--- config.mk ---
export PLATFORM = sky130hd
export DESIGN_NAME = definite_length_block_deframer_flat
export DESIGN_NICKNAME = d
export VERILOG_FILES = /design/src/hdl/dlbd_pkg.sv /design/src/hdl/dlbd_if.sv /design/src/hdl/dlbd_parse.sv /design/src/hdl/dlbd_outreg.sv /design/src/hdl/definite_length_block_deframer.sv /design/src/flat_wrapper.sv
export SDC_FILE = /design/constraint.sdc
export NUM_CORES = 1
export LEC_CHECK = 0
export ABC_AREA = 1
export CAP_MARGIN = 20
export CORE_MARGIN = 5
export CORE_UTILIZATION = 59
export CTS_CLUSTER_DIAMETER = 60
export DETAILED_ROUTE_END_ITERATION = 10
export DONT_BUFFER_PORTS = 1
export HOLD_SLACK_MARGIN = 0.12
export PLACE_DENSITY = 0.78
export SYNTH_ARGS = -nofsm -noshare
export SYNTH_HDL_FRONTEND = slang
export SYNTH_SLANG_ARGS = --single-unit
--- constraint.sdc ---
create_clock -name clk -period 3.3 [get_ports clk]
set_input_delay 0.495 -clock clk [delete_from_list [all_inputs] [get_ports clk]]
set_output_delay 0.495 -clock clk [all_outputs]
set_load 0.005 [all_outputs]
--- src/hdl/dlbd_pkg.sv ---
package dlbd_pkg;

	// byte codes of the block framing
	localparam logic [7:0] CH_HASH = 8'h23;
	localparam logic [7:0] CH_ZERO = 8'h30;
	localparam logic [7:0] CH_NINE = 8'h39;
	localparam logic [7:0] CH_LF   = 8'h0A;

	typedef enum logic [2:0] {
		KIND_SAMPLE    = 3'd0,
		KIND_DONE      = 3'd1,
		KIND_BAD_START = 3'd2,
		KIND_BAD_COUNT = 3'd3,
		KIND_BAD_DIGIT = 3'd4,
		KIND_BAD_END   = 3'd5
	} kind_t;

	typedef struct packed {
		logic signed [15:0] sample;
		kind_t              kind;
		logic               last;
	} result_t;

endpackage

--- src/hdl/dlbd_if.sv ---
interface dlbd_byte_if;
	logic       valid;
	logic       ready;
	logic [7:0] rx_byte;

	modport source (output valid, output rx_byte, input ready);
	modport sink (input valid, input rx_byte, output ready);
endinterface

interface dlbd_result_if;
	logic               valid;
	logic               ready;
	logic signed [15:0] sample;
	logic [2:0]         kind;
	logic               last;

	modport source (output valid, output sample, output kind, output last, input ready);
	modport sink (input valid, input sample, input kind, input last, output ready);
endinterface

--- src/hdl/dlbd_parse.sv ---
module dlbd_parse
	import dlbd_pkg::*;
#(
	parameter int MAX_LEN_DIGITS = 9
) (
	input  logic       clk,
	input  logic       arst_n,
	input  logic       take,
	input  logic [7:0] rx_byte,
	output logic       push,
	output result_t    push_data
);

	localparam int DW    = $clog2(MAX_LEN_DIGITS + 1);
	localparam int LEN_W = $clog2(10 ** MAX_LEN_DIGITS);

	typedef enum logic [2:0] {
		PH_WAIT    = 3'd0,
		PH_COUNT   = 3'd1,
		PH_LEN     = 3'd2,
		PH_PAYLOAD = 3'd3,
		PH_END     = 3'd4
	} phase_t;

	phase_t             phase_q, phase_d;
	logic [DW-1:0]      digits_left_q, digits_left_d;
	logic [LEN_W-1:0]   bytes_left_q, bytes_left_d;
	logic [7:0]         low_byte_q, low_byte_d;
	logic               odd_q, odd_d;

	logic               is_digit;
	logic [7:0]         digit8;
	logic [3:0]         digit;
	logic [LEN_W-1:0]   times10;

	assign is_digit = (rx_byte >= CH_ZERO) && (rx_byte <= CH_NINE);
	assign digit8   = rx_byte - CH_ZERO;
	assign digit    = digit8[3:0];
	// bytes_left * 10 + digit, as two shifted adds
	assign times10  = (bytes_left_q << 3) + (bytes_left_q << 1) + LEN_W'(digit);

	always_comb begin
		phase_d          = phase_q;
		digits_left_d    = digits_left_q;
		bytes_left_d     = bytes_left_q;
		low_byte_d       = low_byte_q;
		odd_d            = odd_q;
		push             = 1'b0;
		push_data.sample = '0;
		push_data.kind   = KIND_SAMPLE;
		push_data.last   = 1'b1;
		case (phase_q)
			PH_COUNT: begin
				if (!is_digit || (32'(digit) > 32'(MAX_LEN_DIGITS))) begin
					phase_d        = PH_WAIT;
					push           = 1'b1;
					push_data.kind = KIND_BAD_COUNT;
				end else begin
					digits_left_d = DW'(digit);
					bytes_left_d  = '0;
					phase_d       = (digit == 4'd0) ? PH_END : PH_LEN;
				end
			end
			PH_LEN: begin
				if (!is_digit) begin
					phase_d        = PH_WAIT;
					push           = 1'b1;
					push_data.kind = KIND_BAD_DIGIT;
				end else begin
					bytes_left_d  = times10;
					digits_left_d = digits_left_q - DW'(1);
					if (digits_left_q == DW'(1)) begin
						phase_d = (times10 == '0) ? PH_END : PH_PAYLOAD;
					end
				end
			end
			PH_PAYLOAD: begin
				if (!odd_q) begin
					low_byte_d = rx_byte;
					odd_d      = 1'b1;
				end else begin
					push             = 1'b1;
					push_data.sample = {rx_byte, low_byte_q};
					push_data.kind   = KIND_SAMPLE;
					push_data.last   = 1'b0;
					odd_d            = 1'b0;
				end
				bytes_left_d = bytes_left_q - LEN_W'(1);
				// a trailing odd byte is dropped here
				if (bytes_left_q == LEN_W'(1)) begin
					phase_d = PH_END;
					odd_d   = 1'b0;
				end
			end
			PH_END: begin
				phase_d        = PH_WAIT;
				push           = 1'b1;
				push_data.kind = (rx_byte == CH_LF) ? KIND_DONE : KIND_BAD_END;
			end
			default: begin
				if (rx_byte == CH_HASH) begin
					phase_d = PH_COUNT;
				end else begin
					phase_d        = PH_WAIT;
					push           = 1'b1;
					push_data.kind = KIND_BAD_START;
				end
			end
		endcase
		if (!take) begin
			push = 1'b0;
		end
		if (phase_d == PH_WAIT) begin
			digits_left_d = '0;
			bytes_left_d  = '0;
			odd_d         = 1'b0;
		end
	end

	always_ff @(posedge clk or negedge arst_n) begin
		if (!arst_n) begin
			phase_q       <= PH_WAIT;
			digits_left_q <= '0;
			bytes_left_q  <= '0;
			odd_q         <= 1'b0;
		end else if (take) begin
			phase_q       <= phase_d;
			digits_left_q <= digits_left_d;
			bytes_left_q  <= bytes_left_d;
			odd_q         <= odd_d;
		end
	end

	always_ff @(posedge clk) begin
		if (take) begin
			low_byte_q <= low_byte_d;
		end
	end

`ifndef SYNTHESIS
	a_odd_only_in_payload: assert property (@(posedge clk) disable iff (!arst_n)
		odd_q |-> (phase_q == PH_PAYLOAD))
		else $error("half sample held outside payload");
	a_len_has_digits: assert property (@(posedge clk) disable iff (!arst_n)
		(phase_q == PH_LEN) |-> (digits_left_q != '0))
		else $error("length phase with no digits left");
	a_payload_has_bytes: assert property (@(posedge clk) disable iff (!arst_n)
		(phase_q == PH_PAYLOAD) |-> (bytes_left_q != '0))
		else $error("payload phase with no bytes left");
	a_last_matches_kind: assert property (@(posedge clk) disable iff (!arst_n)
		push |-> (push_data.last == (push_data.kind != KIND_SAMPLE)))
		else $error("last flag disagrees with kind");
`endif

endmodule

--- src/hdl/dlbd_outreg.sv ---
module dlbd_outreg
	import dlbd_pkg::*;
(
	input  logic    clk,
	input  logic    arst_n,
	input  logic    push,
	input  result_t push_data,
	output logic    in_ready,
	output logic    out_valid,
	input  logic    out_ready,
	output result_t out_data
);

	logic    main_vld_q;
	logic    skid_vld_q;
	result_t main_q;
	result_t skid_q;

	assign in_ready  = !skid_vld_q;
	assign out_valid = main_vld_q;
	assign out_data  = main_q;

	always_ff @(posedge clk or negedge arst_n) begin
		if (!arst_n) begin
			main_vld_q <= 1'b0;
			skid_vld_q <= 1'b0;
		end else if (!main_vld_q || out_ready) begin
			if (skid_vld_q) begin
				main_vld_q <= 1'b1;
				skid_vld_q <= 1'b0;
			end else begin
				main_vld_q <= push;
			end
		end else if (push) begin
			skid_vld_q <= 1'b1;
		end
	end

	always_ff @(posedge clk) begin
		if (!main_vld_q || out_ready) begin
			main_q <= skid_vld_q ? skid_q : push_data;
		end else if (push) begin
			skid_q <= push_data;
		end
	end

`ifndef SYNTHESIS
	a_skid_behind_main: assert property (@(posedge clk) disable iff (!arst_n)
		skid_vld_q |-> main_vld_q)
		else $error("skid entry without an output entry");
	a_no_push_when_full: assert property (@(posedge clk) disable iff (!arst_n)
		push |-> !skid_vld_q)
		else $error("result pushed into a full skid stage");
	a_skid_drains: assert property (@(posedge clk) disable iff (!arst_n)
		(skid_vld_q && out_ready) |=> (main_vld_q && !skid_vld_q))
		else $error("skid entry not moved after output transfer");
`endif

endmodule

--- src/hdl/definite_length_block_deframer.sv ---
// definite-length block deframer
//
// rx carries one received byte per transfer; res carries one result per
// transfer: a signed 16-bit sample (kind sample, last low), or a block
// closing code (done, bad start, bad count digit, bad length digit, bad
// ending) with last high and sample zero.
// a block is '#', one count digit, that many length digits, the payload and
// a newline; payload bytes pair into samples, first byte low, and a trailing
// odd byte is dropped. after any error the parser waits for a new '#'.
//
// throughput: one byte per cycle while the skid entry is free. the parser
// state updates in the cycle a byte transfers and its result is registered
// into the output register, or into the skid entry when res stalls.
// when res stalls, a one-entry skid stage takes the next result and rx
// keeps moving; rx.ready drops only while that skid entry is occupied.
// reset clears the parser to waiting for '#' and empties both output
// entries; nothing is pending after reset.
module definite_length_block_deframer
	import dlbd_pkg::*;
#(
	parameter int MAX_LEN_DIGITS = 9
) (
	input  logic           clk,
	input  logic           arst_n,
	dlbd_byte_if.sink      rx,
	dlbd_result_if.source  res
);

	logic    take;
	logic    push;
	result_t push_data;
	logic    in_ready;
	result_t out_data;

	// a byte moves whenever the skid stage has room
	assign rx.ready = in_ready;
	assign take     = rx.valid && in_ready;

	// byte parser and sample assembly
	dlbd_parse #(
		.MAX_LEN_DIGITS (MAX_LEN_DIGITS)
	) u_parse (
		.clk       (clk),
		.arst_n    (arst_n),
		.take      (take),
		.rx_byte   (rx.rx_byte),
		.push      (push),
		.push_data (push_data)
	);

	// result register with skid entry
	dlbd_outreg u_outreg (
		.clk       (clk),
		.arst_n    (arst_n),
		.push      (push),
		.push_data (push_data),
		.in_ready  (in_ready),
		.out_valid (res.valid),
		.out_ready (res.ready),
		.out_data  (out_data)
	);

	assign res.sample = out_data.sample;
	assign res.kind   = out_data.kind;
	assign res.last   = out_data.last;

endmodule

--- src/flat_wrapper.sv ---
// flat-port wrapper written by rule: the top's interface ports become plain ports
module definite_length_block_deframer_flat import dlbd_pkg::*;
#(
	parameter int MAX_LEN_DIGITS = 9
)
  (clk, arst_n, rx_valid, rx_rx_byte, rx_ready, res_valid, res_sample, res_kind, res_last, res_ready);
  dlbd_byte_if rx_i ();
  dlbd_result_if res_i ();
  input  logic clk;
  input  logic arst_n;
  input wire logic [$bits(rx_i.valid)-1:0] rx_valid;
  input wire logic [$bits(rx_i.rx_byte)-1:0] rx_rx_byte;
  output wire logic [$bits(rx_i.ready)-1:0] rx_ready;
  output wire logic [$bits(res_i.valid)-1:0] res_valid;
  output wire logic [$bits(res_i.sample)-1:0] res_sample;
  output wire logic [$bits(res_i.kind)-1:0] res_kind;
  output wire logic [$bits(res_i.last)-1:0] res_last;
  input wire logic [$bits(res_i.ready)-1:0] res_ready;
  assign rx_i.valid = rx_valid;
  assign rx_i.rx_byte = rx_rx_byte;
  assign rx_ready = rx_i.ready;
  assign res_valid = res_i.valid;
  assign res_sample = res_i.sample;
  assign res_kind = res_i.kind;
  assign res_last = res_i.last;
  assign res_i.ready = res_ready;
  definite_length_block_deframer #(.MAX_LEN_DIGITS(MAX_LEN_DIGITS)) u_core (.clk(clk), .arst_n(arst_n), .rx(rx_i), .res(res_i));
endmodule
# After elaboration in Yosys (flattened, before gate mapping)
# Index checks and enable logic that the tools add are counted.
[word_totals]
regBits = 88
inputBits = 12
output_inout_bits = 22
wordCells = 90
[classes]
addsub = 5
order_cmp = 3
n_eq_ne = 10
n_mux = 38
bitwise = 2
reduce_logical = 19
[ops]
columns = ["op", "count"]
rows = [
  ["$mux W30", 3],
  ["$pmux W30 S3", 1],
  ["$mux W20", 2],
  ["$add A30 B30 Y30", 1],
  ["$add A30 B4 Y30", 1],
  ["$eq A30 B1 Y1 const B", 1],
  ["$logic_not A30 Y1", 1],
  ["$sub A30 B1 Y30 const B", 1],
  ["$mux W3", 8],
  ["$pmux W3 S4", 2],
  ["$mux W16", 1],
  ["$mux W1", 14],
  ["$mux W4", 3],
  ["$eq A8 B4 Y1 const B", 1],
  ["$eq A8 B6 Y1 const B", 1],
  ["$ge A8 B6 Y1 const B", 1],
  ["$le A8 B6 Y1 const B", 1],
  ["$pmux W4 S2", 1],
  ["$reduce_and A4 Y1", 2],
  ["$sub A4 B1 Y4 const B", 2],
  ["$eq A3 B2 Y1 const B", 2],
  ["$ne A3 B3 Y1 const B", 2],
  ["$eq A4 B1 Y1 const B", 1],
  ["$gt A4 B4 Y1 const B", 1],
  ["other kinds (15)", 23],
]

# Longest topological paths before layout
# Gate-level depths: netlist (run 1).
[depth]
depth_word = 10
depth_mapped = 28
ltp_nobuf = 28

# Modules after synthesis
# From an unflattened synthesis (run 1), not the netlist that was laid out.
[unflattened]
cells_unflattened = 1151
area_unflattened_um2 = 7836.3
[modules_own_cells]
columns = ["module", "n_inst", "cells_each", "area_each_um2", "seq_area_each_um2"]
rows = [
  ["dlbd_parse", 1, 1035, 6077.1, 1191.1],
  ["dlbd_outreg", 1, 114, 1751.7, 1251.2],
  ["definite_length_block_deframer", 1, 2, 7.5, 0.0],
]

# Worst setup path after synthesis (run 1)
# OpenSTA, ideal clock, no wires.
[synth_timing]
path_type = "input to register"
start = "input rx_rx_byte[3]"
end = "register u_core.u_parse.bytes_left_q[26]"
setup_ns = 0.134
t_arrival_ns = 3.171
path_slack_ns = -0.005
cell_stages = 24
cell_sequence = "fa_1 > inv_1 > fa_1 > inv_1 > nand3_1 > nand2_2 > nand2_1 > nand2_2 > nand2_1 > nand2_1 > nand2_1 > nand2_1 > nand2_1 > nor2_1 > nand3_1 > nor2_1 > nand2_1 > nand2_1 > nand2_1 > a21oi_2 > nand3_4 > buf_6 > nand2_1 > o21ai_0"
[synth_via]
elab_chain_cells = 10
word_cells_on_any_way = 26
[synth_lines]
columns = ["item", "line", "text"]
rows = [
  ["from (decl)", "flat_wrapper.sv:12", "input wire logic [$bits(rx_i.rx_byte)-1:0] rx_rx_byte;"],
  ["$sub A4 B1 Y4", "dlbd_parse.sv:37", "assign digit8 = rx_byte - CH_ZERO;"],
  ["$add A30 B4 Y30", "dlbd_parse.sv:40", "assign times10 = (bytes_left_q << 3) + (bytes_left_q << 1) + LEN_W'(digit);"],
  ["$logic_not A30 Y1", "dlbd_parse.sv:73", "phase_d = (times10 == '0) ? PH_END : PH_PAYLOAD;"],
  ["$mux W3", "dlbd_parse.sv:73", ""],
  ["$mux W3", "dlbd_parse.sv:72", "if (digits_left_q == DW'(1)) begin"],
  ["$mux W3", "dlbd_parse.sv:65", "if (!is_digit) begin"],
  ["$pmux W3 S4", "dlbd_parse.sv:52", "case (phase_q)"],
  ["$logic_not A3 Y1", "dlbd_parse.sv:113", "if (phase_d == PH_WAIT) begin"],
  ["$ne A3 B3 Y1 (no source line) or $reduce_bool A4 Y1 (tied branches)", "-", ""],
  ["$reduce_and A4 Y1 (no source line)", "-", ""],
  ["to (signal assigned)", "dlbd_parse.sv:129", "bytes_left_q <= bytes_left_d;"],
  ["to (decl)", "dlbd_parse.sv:27", "logic [LEN_W-1:0] bytes_left_q, bytes_left_d;"],
]
# Several ways; a longest one is shown, not always the timed one. The select of a mux whose other input is x is not followed.
# A chain may end at the register's enable or synchronous reset.

# Final worst setup path (run 1)
[layout_timing]
start = "register u_core.u_parse.bytes_left_q[0]"
end = "register u_core.u_parse.bytes_left_q[8]"
[layout_via]
elab_chain_cells = 10
word_cells_on_any_way = 18
[layout_lines]
columns = ["item", "line"]
rows = [
  ["$add A30 B30 Y30", "dlbd_parse.sv:40"],
  ["$add A30 B4 Y30", "dlbd_parse.sv:40"],
  ["$logic_not A30 Y1", "dlbd_parse.sv:73"],
  ["$mux W3", "dlbd_parse.sv:73"],
  ["$mux W3", "dlbd_parse.sv:72"],
  ["$mux W3", "dlbd_parse.sv:65"],
  ["$pmux W3 S4", "dlbd_parse.sv:52"],
  ["$logic_not A3 Y1", "dlbd_parse.sv:113"],
  ["$ne A3 B3 Y1 (no source line) or $reduce_bool A4 Y1 (tied branches)", "-"],
  ["$reduce_and A4 Y1 (no source line)", "-"],
]
# Several ways; a longest one is shown, not always the timed one. The select of a mux whose other input is x is not followed.

==> results of run 1 <==
-- registers in the layout (all words and copies together) (netlist names) --
register / count
u_core.u_parse.digits_left_q: 4
u_core.u_outreg.out_valid: 1
u_core.u_parse.odd_q: 1
u_core.u_outreg.skid_vld_q: 1
u_core.u_parse.phase_q: 3
u_core.u_parse.bytes_left_q: 30
u_core.u_outreg.skid_q: 20
u_core.u_outreg.out_data: 20
u_core.u_parse.low_byte_q: 8
-- cell type report --
class | instances | area share, %
Clock buffer | 9 | 2.54
Tap cell | 172 | 2.43
Sequential cell | 88 | 27.5
Clock inverter | 7 | 0.860
Timing Repair Buffer | 105 | 9.26
Inverter | 188 | 7.95
Multi-Input combinational cell | 837 | 49.4
-- cell families (layout without fill, tap and decap cells) --
logic type	Yosys count	in the layout
AO/OA/AOI/OAI	109	109
XOR/XNOR	13	13
adder cells (fa/ha/maj)	60	60
buffers and inverters	211	309
flip-flops	88	88
AND/OR/NAND/NOR	655	655
-- layout by cell type (no fill, tap or decap), types with 27 or more instances in the layout --
master    instances
nand3_1          45
o21ai_0          37
buf_4            98
edfxtp_1         48
ha_1             54
nor2_1          119
inv_1           186
dfrtp_1          39
nand2_1         394
nand2_2          27
-- power groups by stage --
| stage | logic [mW] | registers, mW | clock network (mW) |
|---|---|---|---|
| CTS | 0.565 | 1.44 | 1.05 |
| detailed placement | 0.504 | 1.46 | 0 |
| global placement | 0.496 | 1.46 | 0 |
| global route | 0.666 | 1.46 | 1.09 |
| floorplan | 0.403 | 1.42 | 0 |
| finish | 0.608 | 1.43 | 1.04 |
-- metal layers --
layer | vias to the layer above | global-route usage [%] | wire length, µm
li1 | 3789 | - | -
met1 | 3323 | 33.8 | 8410
met2 | 277 | 48.3 | 9540
met3 | 61 | 3.27 | 1120
met4 | 0 | 12.1 | 795
met5 | - | 0 | 0
-- synthesized netlist by cell type (2+ instances only) --
master      n
o21ai_1    18
nand3_1    50
or2_2       7
ha_1       58
a32o_1      5
nand2_2     4
nand3b_1    2
a21oi_1    23
o21ai_0    44
nor3_1     19
o21bai_1    2
nand2_1   420
nor2_1    122
buf_1       3
o32ai_1     2
buf_6       3
a31oi_1     2
xor2_1      2
nand4_1    23
o22ai_1     7
dfrtp_1    40
and2_1      2
nor4_1      2
edfxtp_1   48
clkbuf_1   16
fa_1        2
xnor2_1    11
inv_1     187
-- worst max-delay path, stage by stage, from the launching register on --
cell	delay (ps)
dfrtp_1	420
fa_1	560
inv_1	60
fa_2	360
xnor2_1	140
inv_1	90
nand3_1	90
nor3_2	120
buf_4	140
nand3_1	90
nor2_2	120
nand3_1	110
nor2_1	100
nand2_1	100
nand2_1	100
nand2_1	80
nand2_2	90
nand2_2	60
nand2_2	90
nand3_4	130
buf_6	190
nand2_1	70
o21ai_1	60
-- worst paths after layout --
kind                                                    to  slack [ps]  cells past startpoint
setup / recovery            u_core.u_parse.bytes_left_q[8]        -180                     22
hold / removal                u_core.u_parse.low_byte_q[5]         250                      0
setup reg to reg            u_core.u_parse.bytes_left_q[8]        -180                     22
hold reg to reg            u_core.u_parse.digits_left_q[1]         470                      2
max in group asynchronous  u_core.u_parse.bytes_left_q[27]        2480                      2
min in group asynchronous   u_core.u_parse.bytes_left_q[3]         590                      2
-- through the flow --
stage	hold slack [ps]	utilization [%]	cell area (µm²)	TNS (ps)	setup slack [ps]
2_1_floorplan	199	-	7440	0	45.9
3_3_place_gp	201	66.4	8280	-10570	-307
3_5_place_dp	201	66.4	8280	-11280	-347
4_1_cts	240	70.5	8790	-3480	-115
5_1_grt	238	71.2	8870	-12090	-358
6_report	247	71.2	8870	-5560	-177
-- what timing repair did --
| item | CTS | global route |
|---|---|---|
| pin swaps | 14 | 3 |
| endpoints found under the hold margin | 40 | 0 |
| setup endpoints to repair | 36 | 37 |
| hold buffers | 2 | 0 |
| gates cloned | 2 | 0 |
| buffers inserted | 4 | 2 |
| resized for setup | 35 | 29 |
==> run summary, run 1 <==
Clk pin slew, worst setup/hold paths = 70 ps
I/O Buffers = 0
first-pass GRT wire length = 33000 µm
PD cells = 348 mW/mm²
share of layout cells above drive strength 1 = 15.2%
synth-to-layout area growth = 19.3%
Core Area = 0.0125 mm²
post-synthesis cell count = 1136
Setup Skew = 5.62 ps
Iteration-0 DRC Markers = 484
Leak = 4.85 nW
Antenna Nets Post-Route = 0
CP arrival = 3680 ps
via/cell ratio = 5.30
DRC = 0
gp weighted congestion = 0.934
CP startpoint kind = flip-flop
Worst Path Max Fanout = 13
total power = 3.08 mW
number of synthesized register bits = 88
clock network fraction of design power = 33.8%
CTS Sinks = 88
min Tclk post-route = 3480 ps
mux contribution to synthesized area = 0%
largest net degree at the start of global routing = 61
area share of the largest cell type after synthesis = 21.2%
Horiz. Die Dim = 122 µm
relative slew slack = 56.6%
adder-cell area share of the yosys netlist = 10.3%
Detailed Place HPWL = 15100 µm
WP data required = 3510 ps
Max Cap Viol = 0
total CTS buffers = 9
site row count = 41
sw power = 0.953 mW
failing checks = setup timing
DR WL/cell = 14.1 µm
Die ar. = 0.0150 mm²
Distinct cells, synth = 40
FILL cells = 1040
Chip Height = 122 µm
GRT Util Overall = 27.4%
first-pass iteration count of the detailed router = 5
final worst-path cycle share = 105%
nets@finish = 1301
Worst setup EP type = flip-flop
RSZ-0062 raised after global routing = yes
Hold Violations, Final = 0
CTS H-tree lvls = 3
clk_lat worst skew = 340 ps
Compound-Gate Fraction of Synth Area = 8.28%
yosys warns = 0
peak supply drop = 235 µV
Worst-Margin Slew = 650 ps
Internal Pwr Total = 2.13 mW
top cells by area, synth = nand2_1 (21%), edfxtp_1 (19%), dfrtp_1 (13%)
Seq pwr share = 46.5%
vias in the first global route = 7191
RR Startpoint = u_core.u_parse.bytes_left_q[0]
Comb power frac = 19.7%
FF+latch area = 0.00244 mm²
syn_nets = 1208
Non-Filler Instances = 1406
Tightest Hold Check Type = input port to flip-flop
Max clock buf depth = 2
Synth async-reset ratio = 45.5%
GRT overflow = 0
part of the Yosys area used for sequential elements = 32.8%
post-synth top area cell = nand2_1
Switching Fraction = 30.9%
final setup fails = 36
Starting Density = 59.7%
placed insts = 1380
I/O pins = 34
Post-synth top flop = edfxtp_1
WL final = 19900 µm
clk root buf = clkbuf_16
Critical Path Source = u_core.u_parse.bytes_left_q[0]
CTS tree = done
Max Slew Vio Count = 0
number of flops mapped to enable cells by yosys = 48
routed via count = 7450
largest family of logic cells by synthesized area = simple AND/OR/NAND/NOR gates
Syn Std Cell Area = 0.00744 mm²
Setup CP Type = flip-flop to flip-flop
# diodes = 0
outcome = finished with violations
Simple-Gate Fraction of Synth Area = 36.1%
Fmax achieved = 288 MHz
Setup WS post-layout = -177 ps
hold path startpoint = rx_rx_byte[5]
initial antenna violation count = 0
Syn Area/Cell = 6.55 µm²
Multi-input gate area = 0.00439 mm²
Synth Area in XOR/XNOR = 1.53%
Power figures use the tool's default switching activity.
==> run 2: changes to the inputs <==
==> constraint.sdc (replaced) <==
create_clock -name clk -period 3.3 [get_ports clk]
set_input_delay 0.33 -clock clk [delete_from_list [all_inputs] [get_ports clk]]
set_output_delay 0.33 -clock clk [all_outputs]
set_load 0.005 [all_outputs]
==> run summary, run 2 (same netlist as run 1, synthesis figures left out) <==
DR WL/cell = 14.9 µm (was 14.1 µm)
min Tclk post-route = 3610 ps (was 3480 ps)
total CTS buffers = 9 (unchanged)
Tightest Hold Check Type = input port to flip-flop (unchanged)
CTS Sinks = 88 (unchanged)
peak supply drop = 257 µV (was 235 µV)
Setup CP Type = flip-flop to flip-flop (unchanged)
first-pass iteration count of the detailed router = 6 (was 5)
Hold Violations, Final = 0 (unchanged)
CP arrival = 3800 ps (was 3680 ps)
max FFs per register = 30 (unchanged)
I/O pins = 34 (unchanged)
Worst Path Max Fanout = 5 (was 13)
CP startpoint kind = flip-flop (unchanged)
commonest non-fill, non-tap cells in the layout = nand2_1 (381), inv_1 (185), nor2_1 (119), buf_4 (95), ha_1 (56) (was nand2_1 (394), inv_1 (186), nor2_1 (119), buf_4 (98), ha_1 (54))
vias in the first global route = 7354 (was 7191)
Iteration-0 DRC Markers = 675 (was 484)
PD cells = 365 mW/mm² (was 348 mW/mm²)
failing checks = setup timing (unchanged)
Setup Skew = 7.00 ps (was 5.62 ps)
Core Area = 0.0125 mm² (unchanged)
largest net degree at the start of global routing = 41 (was 61)
Fmax achieved = 277 MHz (was 288 MHz)
relative slew slack = 38.2% (was 56.6%)
Detailed Place HPWL = 15300 µm (was 15100 µm)
final setup fails = 36 (unchanged)
Die ar. = 0.0150 mm² (unchanged)
initial antenna violation count = 0 (unchanged)
Leak = 4.99 nW (was 4.85 nW)
most common library cell in the layout ignoring fill and taps = nand2_1 (unchanged)
WL final = 21000 µm (was 19900 µm)
Max clock buf depth = 2 (unchanged)
Slowest cell on crit path = fa_1 (unchanged)
final worst-path cycle share = 109% (was 105%)
DRC = 0 (unchanged)
Antenna Nets Post-Route = 0 (unchanged)
Crit path largest cell delay = 560 ps (about the same)
first-pass GRT wire length = 34000 µm (was 33000 µm)
Worst setup EP type = flip-flop (unchanged)
Clk pin slew, worst setup/hold paths = 70 ps (about the same)
Starting Density = 59.7% (unchanged)
CTS H-tree lvls = 3 (unchanged)
outcome = finished with violations (unchanged)
I/O Buffers = 0 (unchanged)
Setup WS post-layout = -308 ps (was -177 ps)
gp weighted congestion = 0.911 (was 0.934)
clk_lat worst skew = 340 ps (about the same)
via/cell ratio = 5.46 (was 5.30)
Placed Area = 0.00827 mm² (was 0.00828 mm²)
Core Util, Final = 72.9% (was 71.2%)
RSZ-0062 raised after global routing = yes (unchanged)
Max Cap Viol = 0 (unchanged)
synth-to-layout area growth = 22.1% (was 19.3%)
routed via count = 7718 (was 7450)
Non-Filler Instances = 1413 (was 1406)
Reg with most FFs = u_core.u_parse.bytes_left_q (unchanged)
share of layout cells above drive strength 1 = 16.1% (was 15.2%)
Chip Height = 122 µm (unchanged)
clk root buf = clkbuf_16 (unchanged)
Worst-Margin Slew = 924 ps (was 650 ps)
GRT Util Overall = 28.5% (was 27.4%)
Horiz. Die Dim = 122 µm (unchanged)
# diodes = 0 (unchanged)
site row count = 41 (unchanged)
TNS Setup = -9530 ps (was -5560 ps)
placed insts = 1376 (was 1380)
GRT overflow = 0 (unchanged)
WP data required = 3490 ps (was 3510 ps)
nets@finish = 1308 (was 1301)
CTS tree = done (unchanged)
pre-CTS setup slack = -305 ps (was -347 ps)
Design Area, Final = 0.00908 mm² (was 0.00887 mm²)
Max Slew Vio Count = 0 (unchanged)
run 2: changes by cell type in the layout (fill, tap and decap cells not counted), moves of 4 or more:
cell | before | now
buf_6 | 5 | 0
nand3_1 | 45 | 41
nand2_4 | 3 | 9
nand2_2 | 27 | 34
dlygate4sd3_1 | 1 | 9
nand3_2 | 5 | 9
nand2_1 | 394 | 381
run 2: layout make-up:
cell class                 count  area (µm²)
tap                          172         215
multi-input combinational    837        4440
inverter                     188         706
clock inverter                 7        77.6
sequential                    88        2440
clock buffer                   9         225
fill                         996        3380
timing repair buffer         112         976
run 2: power breakdown:
group          internal, mW  total (mW)  leakage [nW]  switching, mW
combinational         0.335       0.849          3.82          0.514
sequential             1.34        1.42          1.02         0.0711
clock                 0.594        1.05         0.146          0.455
run 2: per-layer routing:
layer | share of wire, % | vias up | global-route usage (%) | wire [µm]
met1 | 41 | 3515 | 35.8 | 8550
met3 | 7.3 | 68 | 2.76 | 1540
met2 | 49 | 324 | 50.2 | 10200
li1 | - | 3811 | - | -
met5 | 0 | - | 0 | 0
met4 | 3.4 | 0 | 11.5 | 725
run 2: what timing repair did:
item / in CTS / in global routing
pin swaps: 6 / 14
hold buffers: 10 / 0
resized for setup: 27 / 55
gates cloned: 2 / 2
endpoints found under the hold margin: 48 / 0
setup endpoints to repair: 37 / 38
buffers inserted: 4 / 4
run 2: through the flow:
step | hold WS, ps | total power, mW
final | 235 | 3.31
after global routing | 250 | 3.43
after CTS | 230 | 3.20
after detailed placement | 35.2 | 2.01
after global placement | 35.4 | 1.99
after floorplan | 34.4 | 1.82
run 2: final timing paths:
path | from | to | slack (ps) | cells after the start
max in group asynchronous | arst_n | u_core.u_parse.bytes_left_q[21] | 2630 | 2
min in group asynchronous | arst_n | u_core.u_parse.bytes_left_q[2] | 440 | 2
max reg2reg | u_core.u_parse.bytes_left_q[0] | u_core.u_parse.bytes_left_q[11] | -310 | 25
min reg2reg | u_core.u_parse.digits_left_q[3] | u_core.u_parse.digits_left_q[3] | 490 | 2
min | rx_rx_byte[7] | u_core.u_outreg.skid_q[19] | 230 | 2
max | u_core.u_parse.bytes_left_q[0] | u_core.u_parse.bytes_left_q[11] | -310 | 25
run 2: critical path, delay by kind of cell, from the launching register on:
| family | cells | cell delay (ps) |
|---|---|---|
| fa+ha+maj | 2 | 940 |
| buf+inv | 4 | 450 |
| simple gates | 17 | 1400 |
| flops | 1 | 400 |
| compound gates | 2 | 260 |
==> run 3: changes to the inputs <==
--- a/config.mk
+++ b/config.mk
@@ -6,7 +6,9 @@
 export NUM_CORES = 1
 export LEC_CHECK = 0
 export ABC_AREA = 1
+export ABC_CLOCK_PERIOD_IN_PS = 3300
 export CAP_MARGIN = 20
+export CORE_ASPECT_RATIO = 1.4
 export CORE_MARGIN = 5
 export CORE_UTILIZATION = 59
 export CTS_CLUSTER_DIAMETER = 60
==> run summary, run 3 (same netlist as run 1, synthesis figures left out) <==
synth-to-layout area growth = 25.0% (was 22.1%)
Antenna Nets Post-Route = 0 (unchanged)
RSZ-0062 raised after global routing = yes (unchanged)
most common library cell in the layout ignoring fill and taps = nand2_1 (unchanged)
failing checks = setup timing (unchanged)
WP data required = 3520 ps (was 3490 ps)
Worst path top cell family by delay = simple AND/OR/NAND/NOR gates (unchanged)
Worst-Margin Slew = 716 ps (was 924 ps)
commonest non-fill, non-tap cells in the layout = nand2_1 (381), inv_1 (185), nor2_1 (118), buf_4 (116), ha_1 (56) (was nand2_1 (381), inv_1 (185), nor2_1 (119), buf_4 (95), ha_1 (56))
top layer in use = met4 (unchanged)
first-pass GRT wire length = 35900 µm (was 34000 µm)
CP arrival = 3910 ps (was 3800 ps)
Worst Path Max Fanout = 5 (unchanged)
worst path bufs/invs = 3 (was 4)
Slowest cell on crit path = fa_1 (unchanged)
I/O pins = 34 (unchanged)
total CTS buffers = 9 (unchanged)
FF+latch area = 0.00244 mm² (unchanged)
pre-CTS setup slack = -375 ps (was -305 ps)
GRT overflow = 0 (unchanged)
outcome = finished with violations (unchanged)
routed via count = 7931 (was 7718)
Max clock buf depth = 2 (unchanged)
nets@finish = 1328 (was 1308)
CTS Sinks = 88 (unchanged)
CTS H-tree lvls = 3 (unchanged)
Chip Height = 143 µm (was 122 µm)
clk root buf = clkbuf_16 (unchanged)
Clk pin slew, worst setup/hold paths = 70 ps (about the same)
Placed Area = 0.00837 mm² (was 0.00827 mm²)
initial antenna violation count = 0 (unchanged)
via/cell ratio = 5.62 (was 5.46)
Tightest Hold Check Type = input port to flip-flop (unchanged)
reg-to-reg endpoint = u_core.u_parse.digits_left_q[3] (was u_core.u_parse.bytes_left_q[11])
Multi-input gate area = 0.00452 mm² (was 0.00444 mm²)
Max Cap Viol = 0 (unchanged)
final worst-path cycle share = 112% (was 109%)
min Tclk post-route = 3690 ps (was 3610 ps)
CP startpoint kind = flip-flop (unchanged)
FILL cells = 907 (was 996)
Core Area = 0.0124 mm² (was 0.0125 mm²)
Worst setup EP type = flip-flop (unchanged)
Starting Density = 60.1% (was 59.7%)
Setup WS post-layout = -390 ps (was -308 ps)
site row count = 48 (was 41)
vias in the first global route = 7740 (was 7354)
Die ar. = 0.0150 mm² (about the same)
clk_lat worst skew = 350 ps (was 340 ps)
Fmax achieved = 271 MHz (was 277 MHz)
wire length on met1 = 8340 µm (was 8550 µm)
share of layout cells above drive strength 1 = 18.2% (was 16.1%)
Leak = 5.20 nW (was 4.99 nW)
R2R setup slack = -390 ps (was -310 ps)
PD cells = 364 mW/mm² (was 365 mW/mm²)
first-pass iteration count of the detailed router = 5 (was 6)
reg2reg path depth = 25 (unchanged)
Iteration-0 DRC Markers = 645 (was 675)
Max Slew Vio Count = 0 (unchanged)
Hold Violations, Final = 0 (unchanged)
Setup Skew = 9.98 ps (was 7.00 ps)
GRT Util Overall = 29.4% (was 28.5%)
relative slew slack = 52.3% (was 38.2%)
DRC = 0 (unchanged)
largest net degree at the start of global routing = 61 (was 41)
gp weighted congestion = 0.948 (was 0.911)
peak supply drop = 315 µV (was 257 µV)
I/O Buffers = 0 (unchanged)
Horiz. Die Dim = 105 µm (was 122 µm)
Setup CP Type = flip-flop to flip-flop (unchanged)
met3 WL = 1250 µm (was 1540 µm)
Detailed Place HPWL = 15900 µm (was 15300 µm)
Crit path largest cell delay = 590 ps (was 560 ps)
RR Startpoint = u_core.u_parse.bytes_left_q[0] (unchanged)
WL final = 22400 µm (was 21000 µm)
WL met2 = 11400 µm (was 10200 µm)
Hold Path Cell Cnt = 2 (unchanged)
WHS Endpoint = u_core.u_outreg.skid_q[3] (was u_core.u_outreg.skid_q[19])
Design Area, Final = 0.00930 mm² (was 0.00908 mm²)
final setup fails = 37 (was 36)
max FFs per register = 30 (unchanged)
Reg with most FFs = u_core.u_parse.bytes_left_q (unchanged)
DR WL/cell = 15.8 µm (was 14.9 µm)
CTS tree = done (unchanged)
# diodes = 0 (unchanged)
hold path startpoint = rx_rx_byte[5] (was rx_rx_byte[7])
[run 3: cell count changes in the layout (fill, tap and decap cells not counted), moves of 2 or more]
| cell | change |
|---|---|
| buf_4 | +21 |
| o21ai_2 | +12 |
| o21ai_0 | -7 |
| nand2_2 | -6 |
| nand2_4 | +6 |
| o21ai_1 | -6 |
| nand3_1 | +5 |
| nand3_2 | -5 |
| clkbuf_16 | -2 |
| clkinv_4 | -2 |
[run 3: worst register-to-register path, cell delays in order (launching register included)]
cell and delay (ps):
dfrtp_1 410, fa_1 590, inv_2 60, fa_2 390, inv_2 80, nand3_2 80
nand2_4 100, nand2_4 50, nand2_4 110, xnor2_2 140, nand3_1 110, nor2_2 170
nand3_1 110, nor2_1 120, nand2_2 100, nand2_2 80, nand2_1 60, nand2_1 80
nand2_1 70, nand2_2 90, nand3_4 90, buf_12 160, nand2_4 70, nand2_4 70
nand2_1 100, nand2_1 80
[run 3: worst max path at each step]
| stage | from | to | slack [ps] | depth (start not counted) |
|---|---|---|---|---|
| after floorplan | u_core.u_parse.bytes_left_q[0] | u_core.u_parse.bytes_left_q[26] | 70 | 24 |
| after global placement | u_core.u_parse.bytes_left_q[0] | u_core.u_parse.bytes_left_q[1] | -290 | 21 |
| after detailed placement | u_core.u_parse.bytes_left_q[0] | u_core.u_parse.digits_left_q[3] | -370 | 22 |
| after CTS | u_core.u_parse.bytes_left_q[0] | u_core.u_parse.digits_left_q[2] | -300 | 22 |
| after global routing | u_core.u_parse.bytes_left_q[0] | u_core.u_parse.digits_left_q[3] | -600 | 27 |
| final | u_core.u_parse.bytes_left_q[0] | u_core.u_parse.digits_left_q[3] | -390 | 25 |
[run 3: area by class of cell]
| type | count | area share, % |
|---|---|---|
| timing repair buffer | 132 | 12.0 |
| tap | 150 | 2.02 |
| clock inverter | 7 | 1.09 |
| sequential | 88 | 26.3 |
| clock buffer | 9 | 2.42 |
| multi-input combinational | 837 | 48.7 |
| inverter | 188 | 7.59 |
[run 3: routing by layer]
layer / vias up / track usage, %
li1: 3841 / -
met1: 3619 / 32.3
met2: 357 / 54.6
met3: 114 / 3.39
met4: 0 / 16.6
met5: - / 0
[run 3: where the power goes]
part / switching [mW] / internal (mW) / total, mW
Combinational: 0.538 / 0.318 / 0.856
Clock: 0.441 / 0.672 / 1.11
Sequential: 0.0710 / 1.34 / 1.42
[run 3: metrics by stage]
| stage | hold WS, ps | TNS [ps] | utilization [%] | instances | power, mW |
|---|---|---|---|---|---|
| finish | 235 | -12220 | 75.1 | 1411 | 3.38 |
| detailed placement | 35.1 | -12310 | 67.7 | 1371 | 2.00 |
| CTS | 228 | -9960 | 73.1 | 1408 | 3.32 |
| floorplan | 34.4 | 0 | - | 1136 | 1.82 |
| global route | 241 | -19780 | 75.1 | 1411 | 3.52 |
| global placement | 35.4 | -9780 | 67.7 | 1371 | 1.99 |
[run 3: what timing repair did]
item                                   in CTS  in global routing
gates cloned                                3                  0
hold buffers                               10                  0
gates resized for setup                    37                 71
pin swaps                                  15                 20
endpoints found under the hold margin      48                  0
setup endpoints to repair                  38                 38
buffers inserted                            8                  4
